## src/rtl/ptw_pkg.sv

```systemverilog
// Shared types, constants and codes of the four-level page table walk unit.
package ptw_pkg;

  localparam int POOL_PAGES  = 16;
  localparam int PAGE_W      = $clog2(POOL_PAGES);
  localparam int IDX_W       = 9;
  localparam int STORE_AW    = PAGE_W + IDX_W;
  localparam int STORE_DEPTH = POOL_PAGES * 512;
  localparam int CNT_W       = $clog2(POOL_PAGES + 1);
  localparam int FREE_RESET  = POOL_PAGES - 3;
  localparam int ENTRY_W     = 52;
  localparam int VA_W        = 48;
  localparam int PA_W        = 52;
  localparam int FRAME_W     = PA_W - 12;
  localparam int APB_AW      = 4;
  localparam int APB_DW      = 64;

  localparam logic [2:0] LINK_FLAGS = 3'b111;

  localparam logic [STORE_AW-1:0] PRESET0_ADDR = STORE_AW'(0);
  localparam logic [STORE_AW-1:0] PRESET1_ADDR = STORE_AW'((1 << IDX_W) | 3);
  localparam logic [ENTRY_W-1:0]  PRESET0_DATA = ENTRY_W'((1 << 12) | 7);
  localparam logic [ENTRY_W-1:0]  PRESET1_DATA = ENTRY_W'((2 << 12) | 7);

  // Register select is address bit 3 (registers sit 8 bytes apart).
  localparam logic REG_TABLE_BASE   = 1'b0;
  localparam logic REG_TABLE_ACTIVE = 1'b1;

  typedef enum logic [1:0] {
    CMD_TRANSLATE = 2'd0,
    CMD_MAP       = 2'd1,
    CMD_UNMAP     = 2'd2,
    CMD_NONE      = 2'd3
  } command_t;

  typedef enum logic [2:0] {
    ST_OK          = 3'd0,
    ST_NOT_PRESENT = 3'd1,
    ST_NO_FREE     = 3'd2,
    ST_MAPPED      = 3'd3,
    ST_WRONG_SIZE  = 3'd4
  } status_t;

  typedef enum logic [3:0] {
    S_CLEAR, S_PRE0, S_PRE1, S_IDLE, S_READ, S_EVAL,
    S_ZERO, S_LINK, S_SCAN, S_SCHK, S_UPZ, S_DONE
  } state_t;

  typedef enum logic [2:0] {
    AS_WALK, AS_CLEAR, AS_NEWPG, AS_SCAN, AS_PRE0, AS_PRE1
  } asel_t;

  typedef enum logic [2:0] {
    WD_ZERO, WD_LINK, WD_LEAF, WD_PRE0, WD_PRE1
  } wsel_t;

  typedef struct packed {
    logic [1:0]      command;
    logic [VA_W-1:0] virtual_address;
    logic [PA_W-1:0] physical_address;
    logic            superpage;
    logic            global_page;
    logic            writable;
    logic            user_access;
  } req_t;

  typedef struct packed {
    logic [2:0]      status;
    logic [PA_W-1:0] frame_address;
    logic            invalidate;
    logic [VA_W-1:0] invalidate_address;
  } rsp_t;

  typedef struct packed {
    logic    load_item;
    asel_t   asel;
    logic    we;
    wsel_t   wsel;
    logic    re;
    logic    cnt_clr;
    logic    cnt_inc;
    logic    lvl_dec;
    logic    lvl_inc;
    logic    descend;
    logic    pop;
    logic    push;
    logic    res_load;
    status_t res_status;
  } ctrl_t;

  typedef struct packed {
    logic       present;
    logic       huge;
    logic       link_ok;
    logic [1:0] lvl;
    logic [1:0] cmd;
    logic       big;
    logic       stack_empty;
    logic       clear_last;
    logic       page_last;
    logic       nonempty;
  } stat_t;

endpackage

```

## src/rtl/ptw_ctrl.sv

```systemverilog
// Controller state machine that sequences the table walk, page clearing and unmap scans.
module ptw_ctrl (
  input  logic            clk,
  input  logic            rst,
  input  logic            accept,
  input  logic            out_free,
  input  ptw_pkg::stat_t  st,
  output ptw_pkg::ctrl_t  ctl,
  output logic            idle,
  output logic            out_load
);

  ptw_pkg::state_t state;
  ptw_pkg::state_t state_next;
  logic            leaf;
  logic            mid;

  always_ff @(posedge clk) begin
    if (rst) begin
      state <= ptw_pkg::S_CLEAR;
    end else begin
      state <= state_next;
    end
  end

  // The leaf sits one level higher for a 2 MiB page.
  assign leaf = st.lvl == (st.big ? 2'd1 : 2'd0);
  assign mid  = st.lvl == 2'd1 || st.lvl == 2'd2;

  always_comb begin
    state_next = state;
    ctl        = '0;
    idle       = 1'b0;
    out_load   = 1'b0;
    case (state)
      ptw_pkg::S_CLEAR: begin
        ctl.asel    = ptw_pkg::AS_CLEAR;
        ctl.we      = 1'b1;
        ctl.wsel    = ptw_pkg::WD_ZERO;
        ctl.cnt_inc = 1'b1;
        if (st.clear_last) begin
          state_next = ptw_pkg::S_PRE0;
        end
      end
      ptw_pkg::S_PRE0: begin
        ctl.asel   = ptw_pkg::AS_PRE0;
        ctl.we     = 1'b1;
        ctl.wsel   = ptw_pkg::WD_PRE0;
        state_next = ptw_pkg::S_PRE1;
      end
      ptw_pkg::S_PRE1: begin
        ctl.asel   = ptw_pkg::AS_PRE1;
        ctl.we     = 1'b1;
        ctl.wsel   = ptw_pkg::WD_PRE1;
        state_next = ptw_pkg::S_IDLE;
      end
      ptw_pkg::S_IDLE: begin
        idle = 1'b1;
        if (accept) begin
          ctl.load_item = 1'b1;
          state_next    = ptw_pkg::S_READ;
        end
      end
      ptw_pkg::S_READ: begin
        if (st.cmd == ptw_pkg::CMD_NONE) begin
          ctl.res_load   = 1'b1;
          ctl.res_status = ptw_pkg::ST_NOT_PRESENT;
          state_next     = ptw_pkg::S_DONE;
        end else begin
          ctl.asel   = ptw_pkg::AS_WALK;
          ctl.re     = 1'b1;
          state_next = ptw_pkg::S_EVAL;
        end
      end
      ptw_pkg::S_EVAL: begin
        ctl.asel   = ptw_pkg::AS_WALK;
        state_next = ptw_pkg::S_DONE;
        case (st.cmd)
          ptw_pkg::CMD_TRANSLATE: begin
            if (!st.present) begin
              ctl.res_load   = 1'b1;
              ctl.res_status = ptw_pkg::ST_NOT_PRESENT;
            end else if (st.lvl == 2'd0 || (st.huge && mid)) begin
              ctl.res_load   = 1'b1;
              ctl.res_status = ptw_pkg::ST_OK;
            end else if (!st.link_ok) begin
              ctl.res_load   = 1'b1;
              ctl.res_status = ptw_pkg::ST_NOT_PRESENT;
            end else begin
              ctl.descend = 1'b1;
              ctl.lvl_dec = 1'b1;
              state_next  = ptw_pkg::S_READ;
            end
          end
          ptw_pkg::CMD_MAP: begin
            if (leaf) begin
              ctl.res_load = 1'b1;
              if (st.present) begin
                ctl.res_status = ptw_pkg::ST_MAPPED;
              end else begin
                ctl.we         = 1'b1;
                ctl.wsel       = ptw_pkg::WD_LEAF;
                ctl.res_status = ptw_pkg::ST_OK;
              end
            end else if (st.present && st.huge && mid) begin
              ctl.res_load   = 1'b1;
              ctl.res_status = ptw_pkg::ST_MAPPED;
            end else if (st.present) begin
              if (st.link_ok) begin
                ctl.descend = 1'b1;
                ctl.lvl_dec = 1'b1;
                state_next  = ptw_pkg::S_READ;
              end else begin
                ctl.res_load   = 1'b1;
                ctl.res_status = ptw_pkg::ST_NO_FREE;
              end
            end else if (st.stack_empty) begin
              ctl.res_load   = 1'b1;
              ctl.res_status = ptw_pkg::ST_NO_FREE;
            end else begin
              ctl.pop     = 1'b1;
              ctl.cnt_clr = 1'b1;
              state_next  = ptw_pkg::S_ZERO;
            end
          end
          ptw_pkg::CMD_UNMAP: begin
            if (!st.present) begin
              ctl.res_load   = 1'b1;
              ctl.res_status = ptw_pkg::ST_NOT_PRESENT;
            end else if (leaf) begin
              if (st.lvl == 2'd1 && !st.huge) begin
                ctl.res_load   = 1'b1;
                ctl.res_status = ptw_pkg::ST_WRONG_SIZE;
              end else begin
                ctl.we      = 1'b1;
                ctl.wsel    = ptw_pkg::WD_ZERO;
                ctl.cnt_clr = 1'b1;
                state_next  = ptw_pkg::S_SCAN;
              end
            end else if (mid && st.huge) begin
              ctl.res_load   = 1'b1;
              ctl.res_status = ptw_pkg::ST_WRONG_SIZE;
            end else if (!st.link_ok) begin
              ctl.res_load   = 1'b1;
              ctl.res_status = ptw_pkg::ST_NOT_PRESENT;
            end else begin
              ctl.descend = 1'b1;
              ctl.lvl_dec = 1'b1;
              state_next  = ptw_pkg::S_READ;
            end
          end
          default: begin
            ctl.res_load   = 1'b1;
            ctl.res_status = ptw_pkg::ST_NOT_PRESENT;
          end
        endcase
      end
      ptw_pkg::S_ZERO: begin
        ctl.asel    = ptw_pkg::AS_NEWPG;
        ctl.we      = 1'b1;
        ctl.wsel    = ptw_pkg::WD_ZERO;
        ctl.cnt_inc = 1'b1;
        if (st.page_last) begin
          state_next = ptw_pkg::S_LINK;
        end
      end
      ptw_pkg::S_LINK: begin
        ctl.asel    = ptw_pkg::AS_WALK;
        ctl.we      = 1'b1;
        ctl.wsel    = ptw_pkg::WD_LINK;
        ctl.lvl_dec = 1'b1;
        state_next  = ptw_pkg::S_READ;
      end
      ptw_pkg::S_SCAN: begin
        ctl.asel    = ptw_pkg::AS_SCAN;
        ctl.re      = 1'b1;
        ctl.cnt_inc = 1'b1;
        if (st.page_last) begin
          state_next = ptw_pkg::S_SCHK;
        end
      end
      ptw_pkg::S_SCHK: begin
        if (st.nonempty) begin
          ctl.res_load   = 1'b1;
          ctl.res_status = ptw_pkg::ST_OK;
          state_next     = ptw_pkg::S_DONE;
        end else begin
          ctl.push    = 1'b1;
          ctl.lvl_inc = 1'b1;
          state_next  = ptw_pkg::S_UPZ;
        end
      end
      ptw_pkg::S_UPZ: begin
        // Drop the link to the page just freed; the root page is never freed.
        ctl.asel = ptw_pkg::AS_WALK;
        ctl.we   = 1'b1;
        ctl.wsel = ptw_pkg::WD_ZERO;
        if (st.lvl == 2'd3) begin
          ctl.res_load   = 1'b1;
          ctl.res_status = ptw_pkg::ST_OK;
          state_next     = ptw_pkg::S_DONE;
        end else begin
          ctl.cnt_clr = 1'b1;
          state_next  = ptw_pkg::S_SCAN;
        end
      end
      ptw_pkg::S_DONE: begin
        if (out_free) begin
          out_load   = 1'b1;
          state_next = ptw_pkg::S_IDLE;
        end
      end
      default: begin
        state_next = ptw_pkg::S_IDLE;
      end
    endcase
  end

  a_alloc_map_only: assert property (@(posedge clk) disable iff (rst)
    (state == ptw_pkg::S_ZERO || state == ptw_pkg::S_LINK) |-> st.cmd == ptw_pkg::CMD_MAP)
    else $error("table page allocated outside a map");
  a_scan_unmap_only: assert property (@(posedge clk) disable iff (rst)
    state == ptw_pkg::S_SCAN |-> st.cmd == ptw_pkg::CMD_UNMAP && st.lvl != 2'd3)
    else $error("page scan outside an unmap or on the root");
  a_done_holds: assert property (@(posedge clk) disable iff (rst)
    (state == ptw_pkg::S_DONE && !out_free) |=> state == ptw_pkg::S_DONE)
    else $error("finished item left before the output stage was free");

endmodule

```

## config.mk

```make
export PLATFORM = sky130hd
export DESIGN_NAME = ptw_ctrl
export DESIGN_NICKNAME = d
export VERILOG_FILES = /design/src/rtl/ptw_pkg.sv /design/src/rtl/ptw_ctrl.sv
export SDC_FILE = /design/constraint.sdc
export NUM_CORES = 1
export LEC_CHECK = 0
export ABC_CLOCK_PERIOD_IN_PS = 1600
export BUFFER_PORTS_ARGS = -buffer_cell sky130_fd_sc_hd__buf_2
export CAP_MARGIN = 20
export CORE_UTILIZATION = 40
export CTS_BUF_LIST = sky130_fd_sc_hd__clkbuf_8
export CTS_CLUSTER_SIZE = 28
export DETAILED_ROUTE_END_ITERATION = 8
export PLACE_DENSITY_LB_ADDON = 0.25
export SYNTH_ARGS = -nofsm -noshare
export SYNTH_HDL_FRONTEND = slang
export SYNTH_SLANG_ARGS = --single-unit
```

## constraint.sdc

```tcl
create_clock -name clk -period 1.6 [get_ports clk]
set_input_delay 0.08 -clock clk [delete_from_list [all_inputs] [get_ports clk]]
set_output_delay 0.08 -clock clk [all_outputs]
set_load 0.05 [all_outputs]
```

### Word level (Yosys, flattened, before mapping)

Cells that the tools add are included.

| storage, ports and cells | value |
|---|---|
| bits in registers | 4 |
| input bits | 16 |
| output and inout port bits | 22 |

| cells by class | value |
|---|---|
| eq/ne operators | 23 |
| mux-type cells | 84 |
| reduce and logical (&&, ||, !) cells | 13 |

Operators with widths:

| kind | number |
|---|---|
| $mux W4 | 36 |
| $pmux W4 S11 | 1 |
| $mux W1 | 29 |
| $pmux W4 S3 | 2 |
| $pmux W4 S5 | 1 |
| $eq A4 B3 Y1 const B | 4 |
| $eq A4 B4 Y1 const B | 4 |
| $pmux W4 S4 | 1 |
| $pmux W3 S5 | 1 |
| $mux W2 | 6 |
| $ne A2 B2 Y1 const B | 5 |
| $eq A2 B2 Y1 const B | 4 |
| $eq A4 B2 Y1 const B | 2 |
| $pmux W1 S2 | 4 |
| $pmux W4 S2 | 1 |
| $pmux W1 S3 | 2 |
| $reduce_or A3 Y1 | 2 |
| $reduce_and A5 Y1 | 1 |
| $eq A2 B1 Y1 const B | 2 |
| $eq A4 B1 Y1 const B | 1 |
| $logic_and A1 B1 Y1 | 4 |
| $logic_not A2 Y1 | 2 |
| $logic_not A4 Y1 | 1 |
| $eq A2 B1 Y1 | 1 |
| other kinds (2) | 3 |

### Logic depth before layout (Yosys ltp)

Gate-level depths: netlist (run 1).

| logic depth | value |
|---|---|
| word-level depth | 8 |
| mapped depth | 7 |
| mapped depth without buffers | 7 |

### Least setup slack after synthesis (run 1)

No wires, ideal clock.

| timing | value |
|---|---|
| kind | reg2reg |
| start point | register state[1] |
| end point | register state[2] |
| setup time | 116 ps |
| data arrival time | 2467 ps |
| required time | 1484 ps |
| setup slack | -983 ps |
| cell stages (with the launch flop) | 6 |
| path buffers | 2 |
| period minus slack after synthesis | 2583 ps |
| cell sequence | dfxtp_1 -> buf_2 -> buf_4 -> o31ai_1 -> a21oi_1 -> a41o_1 |

| between the ends | value |
|---|---|
| word-level cells in the longest chain between the ends | 3 |
| elaborated cells on any way between the ends | 18 |

Ends and longest elaborated chain:

| item | RTL line | text |
|---|---|---|
| from (decl) | ptw_ctrl.sv:13 | `ptw_pkg::state_t state;` |
| from (signal assigned) | ptw_ctrl.sv:20 | `state <= ptw_pkg::S_CLEAR;` |
| from (signal assigned) | ptw_ctrl.sv:22 | `state <= state_next;` |
| $eq A4 B3 Y1, or another cell as far along | ptw_ctrl.sv:35 | `case (state)` |
| $ne A2 B2 Y1 (no source line) | - |  |
| $reduce_and A5 Y1 (no source line) | - |  |

Parallel ways exist; a longest one is shown, timed or not.
A chain may end at the register's enable or synchronous reset.

==> reports/qor.txt, run 1 <==
DRT Wirelength = 3907 um
Final Cycle Share = 1.083
Vias per Instance = 5.594
Port Buffers = 37
Post-synthesis compound-gate area fraction = 0.3015
Pins over their slew limit = 0
Layout cell share with drive strength beyond 1 = 0.6147
Fin crit period = 1.733 ns
I/O Pins = 38
Flip-flop count of the largest register after layout = 4
Worst hold path depth = 2
Status = complete, but fails checks
Crit path capture type = primary output
Final worst slack = -0.1330 ns
R2r setup slk = -0.02 ns
Synthesized cell area = 1033 um2
PwrDens = 1206 nW/um2
Cell count of the worst reg-to-reg path = 6
H-tree levels = 1
Diode count = 0
Routed WL per cell = 14.97 um
Worst hold endpoint = state[1]
Startpoint types = register
Synth Instances = 156
VDD IR max = 0.001905 V
Crit-path cells = buf_6 > buf_12 > nor2b_4 > or2_4 > nor2_1 > or4_4 > buf_8
Reg with most FFs = state
# DRC = 0
All-Layer GR Usage = 0.2935
Core area = 2455 um2
First-pass DRT Iterations = 4
Yosys reg bits = 4
RR Endpoint = state[0]
Skew final = 0.001473 ns
Worst Tran Pin Value = 0.3891 ns
Antenna violations before repair = 0
Initial drt markers = 36
Post-DP HPWL = 2855 um
Post-synthesis mux area share = 0.009685
Main combinational cell family by area after synthesis = simple AND/OR/NAND/NOR gates
Reg clk slew, reported paths = 0.03 ns
Final Hold Vio Count = 0
First-pass GRT wire length = 5947 um
Critical Path Fanout Max = 4
RSZ-0062 raised after global routing = yes
Vias in the first global route = 1,334
Pleak = 0.8952 nW
Filler cell count in the final layout = 157
Worst Hold Class = in2reg
Maximum root-to-sink buffer count = 2
Predominant post-synthesis flop cell = dfxtp_1
Hold path startpoint = rst
Largest net degree at the start of global routing = 16
Clk root buf = clkbuf_8
Yosys warning total = 0
Ys async rst share = 0
Final Power = 0.002400 W
Layout Nets = 256
Max Cap Violations = 0
CTS tree = built
Post-route core utilization = 0.8109
Row Count = 18
Post-Synth Simple-Gate Area = 0.4007
TritonCTS buffer count = 3
Die ar. = 2791 um2
Starting Density = 0.4210
Largest regs = state (4)
CP max stage cell = or4_4
EDFF count, synth = 0
FMAX = 577.0 MHz
Sink Count = 4
Sequential element share of the synthesized area = 0.07748
Crit Path Category = reg2out
Synthesis-to-finish area growth = 92.62%
Syn Area/Cell = 6.625 um2
Fin cells = 261
Via count = 1,460
Post-route ant nets = 0
# setup viols final = 10
Failing checks = negative setup slack
Global route overflow = 0
Synth unique cells = 52
DIE WIDTH = 52.83 um
Post-Synth Adder-Cell Area = 0.08475
Worst skew pair latency = 0.22 ns
Mapped Nets = 179
Reg-to-Reg Start = state[1]
Max-slew headroom = 0.7406
Post-placement cell count = 250
Critical Path AT = 1.65 ns
Die Y = 52.83 um
Max incr delay on CP = 0.42 ns
Xor-xnor portion of the synthesized cell area = 0.02421
Worst EP required = 1.52 ns
RePlAce Congestion = 0.9118
# hold bufs at CTS = 0
==> worst max-delay path by stage <==
stage / startpoint / end / slack [ns] / cells after the start
finish: state[2] / ctl[15] / -0.13 / 7
global route: state[1] / ctl[15] / -0.17 / 5
CTS: state[3] / ctl[15] / -0.13 / 5
detailed placement: st[7] / ctl[3] / -0.13 / 9
global placement: st[7] / ctl[3] / -0.08 / 9
floorplan: st[8] / ctl[1] / -0.19 / 7
==> worst max-delay path, delay by kind of cell (launching register included) <==
kind,cells,cell delay (ns)
DFF,1,0.33
and+or+nand+nor,4,0.69
buffers and inverters,3,0.41
==> layer usage <==
layer | track usage | vias to the layer above | routed length, um
met5 | 0 | - | 0
met4 | 0.06140 | 0 | 53
met3 | 0.04058 | 6 | 107
met2 | 0.5717 | 46 | 2178
met1 | 0.3288 | 701 | 1567
li1 | - | 707 | -
==> synth_stat cells, types with 3 or more instances <==
library cell | number | area share
nand2_1 | 19 | 0.069
nor2b_1 | 7 | 0.042
nor3_1 | 6 | 0.029
inv_1 | 9 | 0.033
a21oi_1 | 11 | 0.053
ha_1 | 7 | 0.085
buf_4 | 4 | 0.029
o21ai_0 | 6 | 0.029
nor2_1 | 16 | 0.058
nand3_1 | 4 | 0.019
clkbuf_1 | 3 | 0.011
dfxtp_1 | 4 | 0.077
buf_2 | 3 | 0.015
nand2b_1 | 4 | 0.024
o22ai_1 | 3 | 0.018
nor4_1 | 3 | 0.018
==> what timing repair did <==
action                     in CTS  in global routing
pin swaps                      19                 11
cloned                          0                  0
gates resized for setup        60                 19
setup endpoints to repair      17                 20
setup buffers                   9                  1
==> cell type report <==
cell class                      instances  area, um2  area share
Tap cell                               30      37.54     0.01886
Timing Repair Buffer                   84      681.9      0.3426
Multi-Input combinational cell        131       1109      0.5569
Sequential cell                         4      87.58     0.04400
Inverter                                9      33.78     0.01697
Clock buffer                            3      41.29     0.02074
==> cells in the final DEF (no fill, tap or decap), types with 3 or more instances in the layout <==
master    instances
buf_2            19
nand3_1           4
nor2b_4           4
inv_1             8
nor2_2            6
nor2_1           10
buf_6            17
clkbuf_4          3
a21oi_1           8
ha_1              5
clkbuf_8          3
nand2_1          15
buf_8             3
buf_4            41
dfxtp_2           3
or2_4             4
nand2b_1          3
o21ai_0           5
==> through the flow <==
step	TNS [ns]	cell area (um2)	hold WS, ns	setup slack, ns
after floorplan	-0.5787	1192	0.1491	-0.1890
final	-0.4477	1991	0.09789	-0.1330
after CTS	-0.4894	1902	0.08147	-0.1310
after detailed placement	-0.3852	1604	0.3102	-0.1287
after global placement	-0.1959	1604	0.3092	-0.08177
after global routing	-1.182	1991	0.1024	-0.1716
==> logic make-up (layout without fill, tap and decap cells) <==
| group | Yosys count | count (layout) |
|---|---|---|
| buffers and inverters | 21 | 96 |
| flip-flops | 4 | 4 |
| multiplexers | 1 | 1 |
| AO/OA/AOI/OAI | 44 | 44 |
| adder cells (fa/ha/maj) | 7 | 7 |
| AND/OR/NAND/NOR | 77 | 77 |
| XOR/XNOR | 2 | 2 |
==> where the power goes <==
part           internal (W)  switching [W]  total, W  leakage [nW]
Clock              0.000160      0.0000533  0.000214        0.0216
Sequential         0.000133      0.0000165  0.000150        0.0346
Combinational      0.000866        0.00117   0.00204         0.839
Note: power is estimated with default switching activity, not from simulation.
==> run 2, diff against run 1 <==
==> constraint.sdc (replaced) <==
create_clock -name clk -period 1.6 [get_ports clk]
set_input_delay 0.32 -clock clk [delete_from_list [all_inputs] [get_ports clk]]
set_output_delay 0.32 -clock clk [all_outputs]
set_load 0.05 [all_outputs]
==> reports/qor.txt, run 2 <==
Clk root buf = clkbuf_8
Predominant post-synthesis flop cell = dfxtp_1
Post-placement cell count = 259
Largest net degree at the start of global routing = 13
Sink Count = 4
Mapped Nets = 179
Row Count = 18
Yosys top cell by area = ha_1
Synth unique cells = 52
Last stage = 5_1_grt
Die Y = 52.83 um
Syn Area/Cell = 6.625 um2
Synthesized cell area = 1033 um2
# hold bufs at CTS = 0
Post-DP HPWL = 3032 um
DIE WIDTH = 52.83 um
Ys async rst share = 0
Grt repair worst endpoint = ctl[3]
Yosys reg bits = 4
EDFF count, synth = 0
TritonCTS buffer count = 3
Top-area cell type share of the netlist area = 0.08475
Maximum root-to-sink buffer count = 2
H-tree levels = 1
Synth area leaders = ha_1 (8.5%), dfxtp_1 (7.7%), nand2_1 (6.9%)
I/O Pins = 38
Synth cell count leaders = nand2_1 (19), nor2_1 (16), a21oi_1 (11), inv_1 (9)
Run Error = [ERROR DPL-0038] Utilization greater than 100%, impossible to legalize
Sequential element share of the synthesized area = 0.07748
Status = aborted with a tool error
RePlAce Congestion = 0.8873
Synth Instances = 156
Most common cell in the netlist = nand2_1
Yosys warning total = 0
Port Buffers = 37
Worst EP Category = output port
Starting Density = 0.4210
[run 2: cell counts after synthesis]
No cell type changed its count.
[run 2: kinds of logic after synthesis]
kind of cell,after synthesis,share of synthesized area
DFF,4,0.07748
muxes,1,0.009686
xor gates and xnor gates,2,0.02422
and+or+nand+nor,77,0.4007
buffers and inverters,21,0.1017
adders and majority gates,7,0.08474
AOI/OAI and AO/OA,44,0.3015
[run 2: timing repair]
action / in CTS
gates resized for setup: 102
hold endpoints to repair: 0
pin swaps: 20
buffers inserted: 8
setup endpoints to repair: 26
[run 2: through the flow]
step	worst slack (ns)	hold WS (ns)	util	setup TNS, ns	cell area, um2
2_1_floorplan	-0.4497	0.3817	-	-2.491	1415
3_3_place_gp	-0.5336	0.5493	0.7686	-6.172	1887
3_5_place_dp	-0.5875	0.5531	0.7686	-6.649	1887
4_1_cts	-0.3952	0.3182	0.9674	-4.380	2375
==> run 3, diff against run 2 <==
==> config.mk (replaced) <==
export PLATFORM = sky130hd
export DESIGN_NAME = ptw_ctrl
export DESIGN_NICKNAME = d
export VERILOG_FILES = /design/src/rtl/ptw_pkg.sv /design/src/rtl/ptw_ctrl.sv
export SDC_FILE = /design/constraint.sdc
export NUM_CORES = 1
export LEC_CHECK = 0
export ABC_CLOCK_PERIOD_IN_PS = 2100
export BUFFER_PORTS_ARGS = -buffer_cell sky130_fd_sc_hd__buf_2
export CAP_MARGIN = 20
export CORE_UTILIZATION = 25
export DETAILED_ROUTE_END_ITERATION = 8
export PLACE_DENSITY_LB_ADDON = 0.15
export SYNTH_ARGS = -nofsm -noshare
export SYNTH_HDL_FRONTEND = slang
export SYNTH_SLANG_ARGS = --single-unit
==> constraint.sdc (replaced) <==
create_clock -name clk -period 2.1 [get_ports clk]
set_input_delay 0.42 -clock clk [delete_from_list [all_inputs] [get_ports clk]]
set_output_delay 0.42 -clock clk [all_outputs]
set_load 0.05 [all_outputs]
==> reports/qor.txt, run 3 (same netlist as run 1, synthesis figures left out) <==
Final Cycle Share = 1.044
TritonCTS buffer count = 3
VDD IR max = 0.0003562 V
FMAX = 455.9 MHz
Commonest cells after routing, fill and taps aside = buf_4 (39), buf_2 (22), nor2_1 (15)
Most common cell after layout, fill and taps aside = buf_4
CP max stage cell = or2_4
Pleak = 0.8819 nW
Reg clk slew, reported paths = 0.03 ns
Logic pwr share = 0.824
Starting Density = 0.2602
Switching power = 0.0008497 W
Startpoint types = input pin
Skew final = 0.003276 ns
Filler cell count in the final layout = 378
Diode count = 0
Final Hold Vio Count = 0
Post-route ant nets = 0
Flip-flop count of the largest register after layout = 4
Worst Hold Class = in2reg
Final Power = 0.001540 W
I/O Pins = 38
PwrDens = 752.6 nW/um2
CTS tree = built
# setup viols final = 7
Final worst slack = -0.09334 ns
Port Buffers = 37
Register area = 81.33 um2
Sink Count = 4
Worst skew pair latency = 0.21 ns
Critical Path AT = 1.77 ns
Core area = 3971 um2
Sw Share = 0.5519
Crit-path cells = buf_8 > buf_6 > xor2_4 > or2_4 > buf_6 > a21boi_2 > o22ai_1 > a21o_1 > buf_6
H-tree levels = 1
Clk root buf = clkbuf_8
Worst path top cell family by delay = buffers and inverters
Reg power frac = 0.076
Vias per Instance = 5.022
CP most frequent cell = buf_6
Worst path buffer plus inverter count = 4
Vias in the first global route = 1,358
Clock share of power = 0.101
RSZ-0062 raised after global routing = yes
Global route overflow = 0
Status = complete, but fails checks
Largest net degree at the start of global routing = 18
Multi-input gate area = 1187 um2
# DRC = 0
Maximum root-to-sink buffer count = 2
Critical Path Fanout Max = 6
Worst Tran Pin Value = 0.3217 ns
Max incr delay on CP = 0.26 ns
Layout Nets = 251
Synthesis-to-finish area growth = 97.94%
Fin crit period = 2.193 ns
Layout cell share with drive strength beyond 1 = 0.6062
Die ar. = 4395 um2
Reg with most FFs = state
Pre-CTS setup slack = -0.2872 ns
Routed WL per cell = 14.37 um
Largest regs = state (4)
# hold bufs at CTS = 0
Crit path capture type = primary output
Crit Path Category = in2out
Max Cap Violations = 0
Via count = 1,386
First-pass GRT wire length = 6065 um
Initial drt markers = 58
Row Count = 23
Power Internal = 0.0006899 W
DIE WIDTH = 66.30 um
DRT Wirelength = 3967 um
All-Layer GR Usage = 0.1747
Worst EP required = 1.68 ns
RePlAce Congestion = 0.8186
First-pass DRT Iterations = 4
Pins over their slew limit = 0
Post-DP HPWL = 2963 um
Die Y = 66.30 um
Failing checks = negative setup slack
Max-slew headroom = 0.7846
Antenna violations before repair = 0
run 3: path summary, 6_finish.rpt:
| kind | start | to | slack, ns | cells after the start |
|---|---|---|---|---|
| max | st[7] | ctl[0] | -0.09 | 9 |
| min | rst | state[1] | 0.44 | 2 |
| max reg2reg | state[1] | state[2] | 0.37 | 6 |
| min reg2reg | state[1] | state[1] | 0.51 | 2 |
run 3: final cells by class:
cell class	instances	area share
Sequential cell	4	0.03976
Inverter	9	0.02141
Tap cell	50	0.03058
Clock buffer	3	0.02018
Timing Repair Buffer	79	0.3076
Multi-Input combinational cell	131	0.5804
run 3: timing repair:
item	4_1_cts	5_1_grt
pin swaps	15	15
resized for setup	52	33
endpoints found under the setup margin	9	13
buffers inserted	5	5
run 3: metrics by stage:
stage          TNS, ns  cell area (um2)    util  std cells  hold slack [ns]
6_report       -0.3909             2046  0.5151        276           0.4356
5_1_grt        -0.7848             2046  0.5151        276           0.4468
4_1_cts        -0.5158             1882  0.4739        272           0.4396
3_5_place_dp    -1.844             1588  0.3998        264           0.5145
3_3_place_gp    -1.802             1588  0.3998        264           0.5112
2_1_floorplan  -0.2970             1175       -        156           0.4891
run 3: power by group through the flow:
| stage | Combinational [W] | Clock [W] | Sequential, W |
|---|---|---|---|
| finish | 0.00127 | 0.000155 | 0.000117 |
| global route | 0.00135 | 0.000161 | 0.000119 |
| CTS | 0.00122 | 0.000161 | 0.000113 |
| detailed placement | 0.00112 | 0 | 0.000114 |
| global placement | 0.00111 | 0 | 0.000114 |
| floorplan | 0.000834 | 0 | 0.000109 |
run 3: routing by layer:
metal	share of wire	track usage	routed length, um	up-vias
met1	0.42	0.2016	1673	638
li1	-	-	-	696
met3	0.043	0.01207	169	8
met5	0	0	0	-
met4	0.016	0.03191	65	0
met2	0.52	0.3457	2059	44
==> run 4, diff against run 3 <==
--- a/config.mk
+++ b/config.mk
@@ -10,7 +10,6 @@
 export CAP_MARGIN = 20
 export CORE_UTILIZATION = 25
 export DETAILED_ROUTE_END_ITERATION = 8
-export PLACE_DENSITY_LB_ADDON = 0.15
 export SYNTH_ARGS = -nofsm -noshare
 export SYNTH_HDL_FRONTEND = slang
 export SYNTH_SLANG_ARGS = --single-unit
==> reports/qor.txt, run 4 (same netlist as run 1, synthesis figures left out) <==
Reg power frac = 0.083
Starting Density = 0.2602
Initial drt markers = 62
PwrDens = 758.4 nW/um2
Worst skew pair latency = 0.22 ns
Die Y = 66.30 um
FMAX = 459.8 MHz
Worst Setup EP = ctl[3]
Diode count = 0
Vias per Instance = 4.968
First-pass GRT wire length = 5740 um
Post-placement cell count = 267
Reg clk slew, reported paths = 0.03 ns
Routed WL per cell = 13.27 um
I/O Pins = 38
Row Count = 23
Critical Path Fanout Max = 4
Flip-flop count of the largest register after layout = 4
Crit Path Category = in2out
Port Buffers = 37
VDD IR max = 0.0003067 V
Fin cells = 279
Layout Nets = 254
Failing checks = negative setup slack
# setup viols final = 4
Pre-CTS setup slack = -0.3157 ns
Switching power = 0.0008274 W
Pleak = 0.8740 nW
Largest regs = state (4)
Worst hold path depth = 2
R2r setup slk = 0.49 ns
DIE WIDTH = 66.30 um
Clock share of power = 0.109
Startpoint types = input pin
First-pass DRT Iterations = 4
Commonest cells after routing, fill and taps aside = buf_4 (41), buf_2 (24), nor2_1 (15)
Clk root buf = clkbuf_8
Fin crit period = 2.175 ns
Sw Share = 0.5508
Final Hold Vio Count = 0
Power Internal = 0.0006747 W
Cell count of the worst reg-to-reg path = 6
Final Cycle Share = 1.036
All-Layer GR Usage = 0.1682
Post-route ant nets = 0
Synthesis-to-finish area growth = 91.65%
Status = complete, but fails checks
CP startpoint = st[7]
Logic pwr share = 0.808
RSZ-0062 raised after global routing = yes
Layout cell share with drive strength beyond 1 = 0.6070
Final worst slack = -0.07480 ns
Hold Slack = 0.4234 ns
# DRC = 0
DRT Wirelength = 3703 um
Core area = 3971 um2
Skew final = 0.004695 ns
Crit path capture type = primary output
Most common cell after layout, fill and taps aside = buf_4
H-tree levels = 1
RR Endpoint = state[1]
Via count = 1,386
Worst Tran Pin Value = 0.3720 ns
Sink Count = 4
Reg with most FFs = state
CTS tree = built
Worst EP required = 1.68 ns
Max Cap Violations = 0
Maximum root-to-sink buffer count = 2
Vias in the first global route = 1,198
Pins over their slew limit = 0
Die ar. = 4395 um2
Worst Hold Class = in2reg
Critical Path AT = 1.75 ns
Reg-to-Reg Start = state[3]
TritonCTS buffer count = 3
Max-slew headroom = 0.7497
RePlAce Congestion = 0.8584
Antenna violations before repair = 0
Largest net degree at the start of global routing = 18
Post-DP HPWL = 2637 um
# hold bufs at CTS = 0
Global route overflow = 0
[run 4: changes by cell type in the layout (fill, tap and decap cells not counted), sizes merged]
cell / before / now
buf: 79 / 82
[run 4: repair_timing]
action                     4_1_cts  5_1_grt
setup endpoints to repair        9        9
setup buffers                    9        1
pin swaps                       21        9
gates resized for setup         52       17
[run 4: layout make-up]
cell class                      instances  area [um2]
Sequential cell                         4       83.83
Multi-Input combinational cell        131        1105
Tap cell                               50       62.56
Timing Repair Buffer                   82       646.9
Clock buffer                            3       41.29
Fill cell                             384        1991
Inverter                                9       41.29
[run 4: per-stage QoR]
step	setup TNS, ns	instance area (um2)	power (W)	util
2_1_floorplan	-0.2970	1175	0.0009435	-
3_3_place_gp	-1.269	1623	0.001226	0.4086
3_5_place_dp	-1.278	1623	0.001230	0.4086
4_1_cts	-0.2716	1914	0.001489	0.4820
5_1_grt	-0.4821	1981	0.001602	0.4987
6_report	-0.1803	1981	0.001502	0.4987
[run 4: per-layer routing]
metal	routed length, um	vias to the layer above	part of all wire	global-route usage
li1	-	709	-	-
met4	0	0	0	0.01596
met1	1649	637	0.45	0.2228
met5	0	-	0	0
met2	1916	40	0.52	0.3010
met3	137	0	0.037	0.01552
[run 4: power groups by stage]
stage / registers, W / logic (W) / clock network (W)
2_1_floorplan: 0.000109 / 0.000834 / 0
3_3_place_gp: 0.000121 / 0.00111 / 0
3_5_place_dp: 0.000121 / 0.00111 / 0
4_1_cts: 0.000122 / 0.00120 / 0.000166
5_1_grt: 0.000128 / 0.00130 / 0.000175
6_report: 0.000124 / 0.00121 / 0.000163
[run 4: worst min-delay path by stage]
stage,end,startpoint,slack [ns]
2_1_floorplan,state[3],rst,0.49
3_3_place_gp,state[3],rst,0.66
3_5_place_dp,state[3],rst,0.65
4_1_cts,state[1],rst,0.43
5_1_grt,state[1],rst,0.43
6_report,state[0],rst,0.42
[run 4: critical path: stages]
cell	delay, ns
buf_8	0.10
inv_4	0.05
ha_4	0.19
and2_4	0.19
nor3_4	0.20
a21oi_2	0.06
o31ai_2	0.28
nand2_2	0.09
buf_8	0.16
